**config.mk**
```make
export PLATFORM = sky130hd
export DESIGN_NAME = floppy_drive_mechanics
export DESIGN_NICKNAME = d
export VERILOG_FILES = /design/src/sv/fdm_pkg.sv /design/src/sv/fdm_core.sv /design/src/sv/floppy_drive_mechanics.sv
export SDC_FILE = /design/constraint.sdc
export NUM_CORES = 1
export LEC_CHECK = 0
export BUFFER_PORTS_ARGS = -buffer_cell sky130_fd_sc_hd__buf_4
export CAP_MARGIN = 10
export CORE_ASPECT_RATIO = 0.5
export CORE_MARGIN = 2
export CORE_UTILIZATION = 45
export CTS_BUF_LIST = sky130_fd_sc_hd__clkbuf_4 sky130_fd_sc_hd__clkbuf_8
export DETAILED_ROUTE_END_ITERATION = 16
export PLACE_DENSITY_LB_ADDON = 0.1
export SYNTH_ARGS = -nofsm -noshare
export SYNTH_HDL_FRONTEND = slang
export SYNTH_SLANG_ARGS = --single-unit
```
**constraint.sdc**
```tcl
create_clock -name clk -period 3.5 [get_ports clk]
set_input_delay 0.525 -clock clk [delete_from_list [all_inputs] [get_ports clk]]
set_output_delay 0.525 -clock clk [all_outputs]
set_load 0.01 [all_outputs]
```
**src/sv/fdm_pkg.sv**
```systemverilog
// floppy drive mechanics: shared types, command codes and register indexes
// used by fdm_core and floppy_drive_mechanics
`default_nettype none

package fdm_pkg;

  typedef enum logic [2:0] {
    CMD_TICK      = 3'd0,
    CMD_MOTOR_ON  = 3'd1,
    CMD_MOTOR_OFF = 3'd2,
    CMD_SELECT    = 3'd3,
    CMD_UNSELECT  = 3'd4,
    CMD_STEP      = 3'd5
  } cmd_t;

  typedef enum logic [1:0] {
    REG_CYLINDER_COUNT = 2'd0,
    REG_MOTOR_START_MS = 2'd1,
    REG_HEAD_LOAD_MS   = 2'd2,
    REG_TRACK_STEP_MS  = 2'd3
  } reg_index_t;

  localparam logic [7:0]  CYLINDER_COUNT_RST = 8'd40;
  localparam logic [11:0] MOTOR_START_MS_RST = 12'd500;
  localparam logic [7:0]  HEAD_LOAD_MS_RST   = 8'd16;
  localparam logic [7:0]  TRACK_STEP_MS_RST  = 8'd8;

  localparam logic [11:0] SPIN_MAX = 12'hFFF;
  localparam logic [7:0]  LOAD_MAX = 8'hFF;

  typedef struct packed {
    logic [7:0]  cylinder_count;
    logic [11:0] motor_start_ms;
    logic [7:0]  head_load_ms;
    logic [7:0]  track_step_ms;
  } cfg_t;

  typedef struct packed {
    logic [7:0] since_last_step_ms;
    logic       first_step;
    logic       step_up;
    logic [2:0] cmd;
  } item_t;

  typedef struct packed {
    logic       full_speed;
    logic       ready_res;
    logic [7:0] cylinder;
    logic       accepted;
  } result_t;

endpackage

`default_nettype wire

```
**src/sv/fdm_core.sv**
```systemverilog
// floppy drive mechanics: drive state registers and per-command update logic
// depends on fdm_pkg
`default_nettype none

module fdm_core (
  input  wire logic            clk,
  input  wire logic            rst,
  input  wire logic            adv,
  input  wire fdm_pkg::item_t  item,
  input  wire fdm_pkg::cfg_t   cfg,
  output fdm_pkg::result_t     result
);
  import fdm_pkg::*;

  logic        motor_stopped, motor_stopped_next;
  logic        drive_selected, drive_selected_next;
  logic        heads_unloaded, heads_unloaded_next;
  logic [11:0] spin_elapsed, spin_elapsed_next;
  logic [7:0]  load_elapsed, load_elapsed_next;
  logic [7:0]  head_cylinder, head_cylinder_next;

  logic       ok;
  logic       fs;
  logic       loaded;
  logic [8:0] cyl_plus;

  always_comb begin
    motor_stopped_next  = motor_stopped;
    drive_selected_next = drive_selected;
    heads_unloaded_next = heads_unloaded;
    spin_elapsed_next   = spin_elapsed;
    load_elapsed_next   = load_elapsed;
    head_cylinder_next  = head_cylinder;
    ok                  = 1'b1;
    cyl_plus            = {1'b0, head_cylinder} + 9'd1;
    unique case (item.cmd)
      CMD_TICK: begin
        if (spin_elapsed != SPIN_MAX) spin_elapsed_next = spin_elapsed + 12'd1;
        if (load_elapsed != LOAD_MAX) load_elapsed_next = load_elapsed + 8'd1;
      end
      CMD_MOTOR_ON: begin
        if (motor_stopped) spin_elapsed_next = '0;
        motor_stopped_next = 1'b0;
      end
      CMD_MOTOR_OFF: begin
        motor_stopped_next = 1'b1;
      end
      CMD_SELECT: begin
        if (!motor_stopped) begin
          drive_selected_next = 1'b1;
          if (heads_unloaded) begin
            load_elapsed_next   = '0;
            heads_unloaded_next = 1'b0;
          end
        end else begin
          ok = 1'b0;
        end
      end
      CMD_UNSELECT: begin
        drive_selected_next = 1'b0;
        heads_unloaded_next = 1'b1;
      end
      CMD_STEP: begin
        if (!item.first_step && (item.since_last_step_ms < cfg.track_step_ms)) begin
          ok = 1'b0;
        end else if (item.step_up) begin
          if (cyl_plus >= {1'b0, cfg.cylinder_count}) ok = 1'b0;
          else head_cylinder_next = cyl_plus[7:0];
        end else begin
          if (head_cylinder == 8'd0) ok = 1'b0;
          else head_cylinder_next = head_cylinder - 8'd1;
        end
      end
      default: begin
      end
    endcase

    fs     = !motor_stopped_next && (spin_elapsed_next >= cfg.motor_start_ms);
    loaded = !heads_unloaded_next && (load_elapsed_next >= cfg.head_load_ms);
    result.accepted   = ok;
    result.cylinder   = head_cylinder_next;
    result.ready_res  = drive_selected_next && loaded && fs;
    result.full_speed = fs;
  end

  always_ff @(posedge clk) begin
    if (rst) begin
      motor_stopped  <= 1'b1;
      drive_selected <= 1'b0;
      heads_unloaded <= 1'b1;
      spin_elapsed   <= '0;
      load_elapsed   <= '0;
      head_cylinder  <= '0;
    end else if (adv) begin
      motor_stopped  <= motor_stopped_next;
      drive_selected <= drive_selected_next;
      heads_unloaded <= heads_unloaded_next;
      spin_elapsed   <= spin_elapsed_next;
      load_elapsed   <= load_elapsed_next;
      head_cylinder  <= head_cylinder_next;
    end
  end

  a_ready_needs_speed: assert property (@(posedge clk) disable iff (rst)
    result.ready_res |-> result.full_speed)
    else $error("ready without full speed");

  a_head_only_on_step: assert property (@(posedge clk) disable iff (rst)
    !(adv && item.cmd == CMD_STEP) |=> $stable(head_cylinder))
    else $error("head moved without a step");

  a_step_moves_head: assert property (@(posedge clk) disable iff (rst)
    (adv && item.cmd == CMD_STEP && result.accepted) |=>
      (head_cylinder != $past(head_cylinder)))
    else $error("accepted step left head in place");

  a_motor_off: assert property (@(posedge clk) disable iff (rst)
    (adv && item.cmd == CMD_MOTOR_OFF) |=> motor_stopped)
    else $error("motor still running after motor off");

endmodule

`default_nettype wire

```
**src/sv/floppy_drive_mechanics.sv**
```systemverilog
// floppy drive mechanics top level: stream ports, config registers,
// input register and result register around fdm_core; depends on fdm_pkg
// datapath: input register, then the fdm_core state update, then the result register
// throughput: one item per cycle while m_tready does not stall the result, set by the state update in fdm_core
// input side keeps taking items while a result waits, until both stages are full
// synchronous reset clears the pipeline, drive state and config to defaults
`default_nettype none

module floppy_drive_mechanics (
  input  wire logic        clk,
  input  wire logic        rst,
  input  wire logic        s_tvalid,
  output logic             s_tready,
  input  wire logic [15:0] s_tdata,  // cmd[2:0], step_up, first_step, since_last_step_ms
  output logic             m_tvalid,
  input  wire logic        m_tready,
  output logic [15:0]      m_tdata,  // accepted, cylinder[7:0], ready_res, full_speed
  input  wire logic        cfg_valid,
  output logic             cfg_ready,
  input  wire logic [1:0]  cfg_index,
  input  wire logic [11:0] cfg_data
);
  import fdm_pkg::*;

  cfg_t    cfg;
  item_t   in_item;
  logic    in_valid;
  logic    adv;
  result_t res_comb;
  result_t res;

  assign cfg_ready = 1'b1;

  always_ff @(posedge clk) begin
    if (rst) begin
      cfg.cylinder_count <= CYLINDER_COUNT_RST;
      cfg.motor_start_ms <= MOTOR_START_MS_RST;
      cfg.head_load_ms   <= HEAD_LOAD_MS_RST;
      cfg.track_step_ms  <= TRACK_STEP_MS_RST;
    end else if (cfg_valid && cfg_ready) begin
      unique case (reg_index_t'(cfg_index))
        REG_CYLINDER_COUNT: cfg.cylinder_count <= cfg_data[7:0];
        REG_MOTOR_START_MS: cfg.motor_start_ms <= cfg_data;
        REG_HEAD_LOAD_MS:   cfg.head_load_ms   <= cfg_data[7:0];
        REG_TRACK_STEP_MS:  cfg.track_step_ms  <= cfg_data[7:0];
        default: begin
        end
      endcase
    end
  end

  assign adv      = in_valid && (!m_tvalid || m_tready);
  assign s_tready = !in_valid || adv;

  always_ff @(posedge clk) begin
    if (rst) begin
      in_valid <= 1'b0;
    end else if (s_tready) begin
      in_valid <= s_tvalid;
    end
  end

  always_ff @(posedge clk) begin
    if (s_tvalid && s_tready) begin
      in_item <= s_tdata[12:0];
    end
  end

  fdm_core u_core (
    .clk    (clk),
    .rst    (rst),
    .adv    (adv),
    .item   (in_item),
    .cfg    (cfg),
    .result (res_comb)
  );

  always_ff @(posedge clk) begin
    if (rst) begin
      m_tvalid <= 1'b0;
    end else if (adv) begin
      m_tvalid <= 1'b1;
    end else if (m_tready) begin
      m_tvalid <= 1'b0;
    end
  end

  always_ff @(posedge clk) begin
    if (adv) begin
      res <= res_comb;
    end
  end

  assign m_tdata = {5'd0, res};

endmodule

`default_nettype wire
```
==> metrics.txt, run 1 <==
slowest stage delay, CP=0.55 ns; post-route insts no fill=847; initial core utilization=45.81%; worst skew pair latency=0.37 ns; Routed WL per cell=14.61 um; number of synthesized flops with an enable pin=24; CP arrival=3.44 ns; Post-Synth Simple-Gate Area=22.39%; CTS Buf Count=9; fin crit period=3.333 ns; Synth-to-Final Area Change=12.77%; clk root buf=clkbuf_8; Setup TNS=0 ns; Max Fclk=0.3000 GHz; final antenna-violating net count=0; Slew headroom=45.33%; Main synth FF type=dfxtp_1; largest cells by area after synthesis=dfxtp_1 (26%), edfxtp_1 (13%), ha_1 (9.3%), nand2_1 (6.9%), a21oi_1 (5.0%); layout cells sized above 1=13.20%; Mapped Area=5360 sq um; I/O Buffers=44; count leader, synth=nand2_1; GR Layer Usage met2=31.09%; Max-cap violations=0; worst slack at placement=0.2214 ns; Cell variety after synth=68; total congestion overflow=0; RSZ-0062 raised after global routing=false; worst endpoint required time=3.61 ns; Compound-Gate Fraction of Synth Area=19.09%; Die H=81.18 um; Seq/Total Area, Yosys=39.22%; Mean Syn Cell Area=8.349 sq um; largest net degree at the start of global routing=68; Tightest Hold Check Type=in -> reg; vias in the first global route=4021; PD cells=355.7 nW/um^2; CP Capture Type=register; Hold Fails Final Rpt=0; final net count=752; leakage=2.409 nW; Placed Cells=831; chain of cells forming the critical path=ha_1 -> nand3_2 -> or4_4 -> and3_4 -> o21ai_1 -> nand2_1 -> o21ai_0 -> ha_1 -> nand4_1 -> nor2_1 -> a21oi_1 -> o21ai_0 -> o221a_2 -> nor4b_2; CTS Hold Bufs=0; Worst Clk Skew=0.009154 ns; DR vias=4478; Core Box Area=11700 sq um; die span in x=158.3 um; TritonRoute pass-1 iters=5; overall routing resource usage=20.37%; gr busiest metal=met2; fraction of registers with async set/reset=0%; mux contribution to synthesized area=2.101%; largest family of logic cells by synthesized area=simple AND/OR/NAND/NOR gates; crit path kind=reg -> reg; post-synth top area share=25.77%; die area=12850 sq um; ant diodes=0; # rows=28; Worst IR Drop VDD=172.4 uV; Synthesis Warnings=0; Reg clk slew, reported paths=0.10 ns; Fill cells=1167; outcome=complete, no violations; final setup vio count=0; I/O pins=54; H-tree levels=3; Sink Count=93; CP max stage cell=or4_4; RD Place Congestion=0.8686; cell taking the most area after synthesis=dfxtp_1; final WL=12380 um; maximum root-to-sink buffer count=2; first-pass GRT wire length=20340 um; Synth Area in Adders=9.337%; Final Total Pwr=0.002150 W; GR Util met3=5.283%; Slew Limit Fails=0; hpwl dp=8905 um; Seq cells post-synth=93; fin crit share=95.22%; top cells by count, synth=nand2_1 (98), nor2_1 (70), dfxtp_1 (69); antenna violations before repair=0; critical path startpoint category=register; Worst Path Max Fanout=7; Mapped Cells=642; Via density=5.287; TritonCTS clock tree=done; post-synthesis xor/xnor area fraction=1.634%; Slew @ Worst Pin=0.8170 ns; GR Util met1=29.35%; Worst Slack Setup Final=0.1672 ns; # DRC=0; Iteration-0 DRC Markers=260
[sequential cells by signal (all words and copies together) (netlist names), 8 cells and up]
name / count
u_core.spin_elapsed: 12
u_core.head_cylinder: 8
cfg: 36
in_item: 13
m_tdata: 11
u_core.load_elapsed: 8
[path summary, 6_finish.rpt]
kind,to,slack (ns),start,cells past startpoint
setup / recovery,m_tdata[9],0.17,u_core.spin_elapsed[1],14
hold / removal,in_item[12],0.32,s_tdata[12],1
setup reg to reg,m_tdata[9],0.17,u_core.spin_elapsed[1],14
hold reg to reg,cfg[10],0.46,cfg[10],2
[layout make-up]
cell class / count / area (sq um) / area share [%]
multi-input cells: 474 / 2954 / 48.87
flip-flops and latches: 93 / 2103 / 34.80
repair buffers: 57 / 427.9 / 7.079
well taps: 165 / 206.4 / 3.415
inverters: 42 / 157.7 / 2.608
clock buffers: 9 / 123.9 / 2.049
clock inverters: 7 / 71.32 / 1.180
[metal layers]
metal	part of all wire, %	vias up
li1	-	2314
met1	52	2072
met4	0.70	0
met3	3.9	9
met5	0	-
met2	43	83
[repair_timing]
action	in CTS	in global routing
buffers inserted	0	0
setup endpoints to repair	0	1
gates resized for setup	0	4
[worst max-delay path, delay by kind of cell (launching register included)]
kind,cells,cell delay [ns]
adder cells (fa/ha/maj),2,0.57
AO/OA/AOI/OAI,5,0.85
AND/OR/NAND/NOR,7,1.23
flip-flops,1,0.42
[metrics by stage]
step,hold WS (ns),utilization [%],cell area (sq um)
2_1_floorplan,0.4363,-,5375
3_3_place_gp,0.4427,49.91,5841
3_5_place_dp,0.4465,49.91,5841
4_1_cts,0.3098,51.58,6036
5_1_grt,0.2950,51.66,6045
6_report,0.3221,51.66,6045
[power breakdown]
group / switching, W / leakage (nW) / internal (W)
registers: 0.0000249 / 0.793 / 0.00114
logic: 0.000146 / 1.52 / 0.000102
clock network: 0.000402 / 0.0957 / 0.000333
[logic make-up (layout without fill, tap and decap cells)]
family	count (synthesis)	after routing
compound gates	152	152
xor+xnor	10	10
fa+ha+maj	40	40
buf+inv	79	115
flops	93	93
mux	10	10
other cells	2	6
simple gates	256	256
[layout by cell type, fill, tap and decap left out, drive strengths merged, types with 8 or more instances in the layout]
| cell type | Yosys | layout |
|---|---|---|
| buf | 11 | 57 |
| nand3 | 20 | 20 |
| dfxtp | 69 | 69 |
| nor2 | 70 | 70 |
| a21oi | 54 | 54 |
| nor3 | 12 | 12 |
| o21ai | 21 | 21 |
| a31oi | 8 | 8 |
| edfxtp | 24 | 24 |
| nor2b | 10 | 10 |
| nand2 | 98 | 98 |
| clkbuf | 26 | 9 |
| a211oi | 11 | 11 |
| inv | 42 | 45 |
| ha | 40 | 40 |
Power figures use the tool's default switching activity.
==> run 2: changes to the inputs <==
--- a/config.mk
+++ b/config.mk
@@ -5,9 +5,10 @@
 export SDC_FILE = /design/constraint.sdc
 export NUM_CORES = 1
 export LEC_CHECK = 0
+export ABC_CLOCK_PERIOD_IN_PS = 3500
 export BUFFER_PORTS_ARGS = -buffer_cell sky130_fd_sc_hd__buf_4
 export CAP_MARGIN = 10
-export CORE_ASPECT_RATIO = 0.5
+export CORE_ASPECT_RATIO = 0.9
 export CORE_MARGIN = 2
 export CORE_UTILIZATION = 45
 export CTS_BUF_LIST = sky130_fd_sc_hd__clkbuf_4 sky130_fd_sc_hd__clkbuf_8
==> metrics.txt, run 2 (synthesis gave the netlist of run 1 again) <==
clk root buf=clkbuf_8; layout cells sized above 1=13.91% (+0.71 points); TritonRoute pass-1 iters=4 (-1); r2r setup slk=0.26 ns (+0.09 ns); Max Fclk=0.3084 GHz (+2.8%); ant diodes=0 (unchanged); maximum root-to-sink buffer count=2 (unchanged); Fill cells=1121 (-3.9%); CP arrival=3.37 ns (-0.07 ns); fin crit share=92.65% (-2.6 points); final net count=753 (+0.13%); CTS Hold Bufs=0 (unchanged); final antenna-violating net count=0 (unchanged); Core Box Area=11530 sq um (-1.5%); RD Place Congestion=0.8412 (-3.2%); Die H=107.5 um (+32%); Pint=0.001511 W (-4.1%); leakage=2.407 nW (about the same); CTS Buf Count=9 (unchanged); initial core utilization=46.50% (+0.69 points); R2R depth=14 (unchanged); CP Capture Type=register; Iteration-0 DRC Markers=206 (-21%); I/O Buffers=44 (unchanged); Sw Pwr=0.0005648 W (-1.5%); Sw Share=27.21% (+0.53 points); Via density=5.445 (+3.0%); Worst Clk Skew=0.009885 ns (+0.0007316 ns); Worst Min Path Start=s_tdata[3]; Final Total Pwr=0.002076 W (-3.4%); Reg clk slew, reported paths=0.10 ns (about the same); commonest non-fill, non-tap cell in the layout=nand2_1; antenna violations before repair=0 (unchanged); Routed WL per cell=14.75 um (+0.97%); outcome=complete, no violations; RSZ-0062 raised after global routing=false; Slew Limit Fails=0 (unchanged); Slew headroom=46.66% (+1.3 points); hpwl dp=9076 um (+1.9%); DP Area=5822 sq um (-0.32%); final setup vio count=0 (unchanged); crit path kind=reg -> reg; worst skew pair latency=0.38 ns (about the same); total congestion overflow=0 (unchanged); first-pass GRT wire length=20980 um (+3.2%); Hold Fails Final Rpt=0 (unchanged); Max-cap violations=0 (unchanged); Tightest Hold Check Type=in -> reg; combinational share of power=12.2% (+0.6 points); r2r endpoint=m_tdata[9]; H-tree levels=3 (unchanged); PD cells=343.5 nW/um^2 (-3.4%); TritonCTS clock tree=done; # DRC=0 (unchanged); Flop pwr share=56.1% (+1.9 points); final WL=12380 um (about the same); hold endpoint=in_item[3]; Final Hold Slack=0.3114 ns (-0.01069 ns); Worst Hold Depth=1 (unchanged); critical path startpoint category=register; vias in the first global route=4335 (+7.8%); die span in x=119.0 um (-25%); die area=12800 sq um (-0.40%); Worst Path Max Fanout=8 (+1); Worst IR Drop VDD=317.2 uV (+84%); overall routing resource usage=20.73% (+0.36 points); # rows=37 (+32%); Largest regs=cfg x36, in_item x13, u_core.spin_elapsed x12; Slew @ Worst Pin=0.7971 ns (-0.01993 ns); max reg flops=36 (unchanged); FF-to-FF Start=u_core.spin_elapsed[0]; largest net degree at the start of global routing=68 (unchanged); worst endpoint required time=3.62 ns (about the same); Setup TNS=0 ns (unchanged); I/O pins=54 (unchanged); commonest cells after routing, fill and taps aside=nand2_1 (98), nor2_1 (70), dfxtp_1 (67), buf_4 (58), a21oi_1 (54); DR vias=4568 (+2.0%); Sink Count=93 (unchanged); Synth-to-Final Area Change=12.72% (about the same); fin area=6042 sq um (about the same); Reg with most FFs=cfg; fin crit period=3.243 ns (-0.09023 ns); Clock power frac=31.7% (-2.5 points)
==> run 2: changes by cell type in the layout (fill, tap and decap cells not counted), sizes merged <==
cell and change:
clkbuf +1, bufinv -1, clkinv +2, inv -2, buf +1
==> run 2: layout make-up <==
cell class              count  area [sq um]  area share (%)
multi-input cells         474          2979           49.31
flip-flops and latches     93          2105           34.83
well taps                 156         195.2           3.230
inverters                  42         157.7           2.609
repair buffers             58         435.4           7.206
clock inverters             6         38.79          0.6420
clock buffers              10         131.4           2.174
==> run 2: what timing repair did <==
item | CTS | global route
gates resized for setup | 0 | 8
endpoints found under the setup margin | 0 | 1
buffers inserted | 0 | 2
==> run 2: worst max-delay path, cell delays in order (launching register included) <==
cell and delay [ns]:
dfxtp_2 0.41, ha_4 0.18, nand3_4 0.11, or4_4 0.59
and3_4 0.21, o21ai_1 0.11, nand2_1 0.06, o21ai_0 0.12
ha_1 0.29, a21oi_1 0.15, nor2b_1 0.05, o21ai_0 0.14
a21oi_1 0.09, o221a_2 0.30, nor4b_2 0.16
==> run 2: metal layers <==
| layer | routed length [um] | track usage [%] | up-vias |
|---|---|---|---|
| li1 | - | - | 2315 |
| met4 | 182 | 5.612 | 0 |
| met2 | 5549 | 32.84 | 97 |
| met1 | 6030 | 27.95 | 2143 |
| met5 | 0 | 0 | - |
| met3 | 615 | 5.667 | 13 |
==> run 2: worst max path at each step <==
stage | cells after the start | from | slack, ns | to
2_1_floorplan | 12 | in_item[1] | 0.42 | m_tdata[9]
3_3_place_gp | 14 | u_core.spin_elapsed[0] | 0.21 | m_tdata[9]
3_5_place_dp | 11 | in_item[1] | 0.17 | m_tdata[9]
4_1_cts | 14 | u_core.spin_elapsed[0] | 0.13 | m_tdata[9]
5_1_grt | 12 | u_core.load_elapsed[1] | 0.02 | m_tdata[9]
6_report | 14 | u_core.spin_elapsed[0] | 0.26 | m_tdata[9]
==> run 2: power groups by stage <==
stage	clock network, W	registers, W	logic, W
2_1_floorplan	0	0.00118	0.000162
3_3_place_gp	0	0.00119	0.000242
3_5_place_dp	0	0.00119	0.000249
4_1_cts	0.000684	0.00116	0.000250
5_1_grt	0.000722	0.00117	0.000288
6_report	0.000657	0.00116	0.000254
==> run 2: metrics by stage <==
| step | instances | utilization, % | setup slack, ns |
|---|---|---|---|
| global route | 839 | 52.42 | 0.01585 |
| floorplan | 646 | - | 0.4154 |
| detailed placement | 821 | 50.50 | 0.1681 |
| CTS | 837 | 51.98 | 0.1321 |
| global placement | 821 | 50.50 | 0.2117 |
| finish | 839 | 52.42 | 0.2574 |
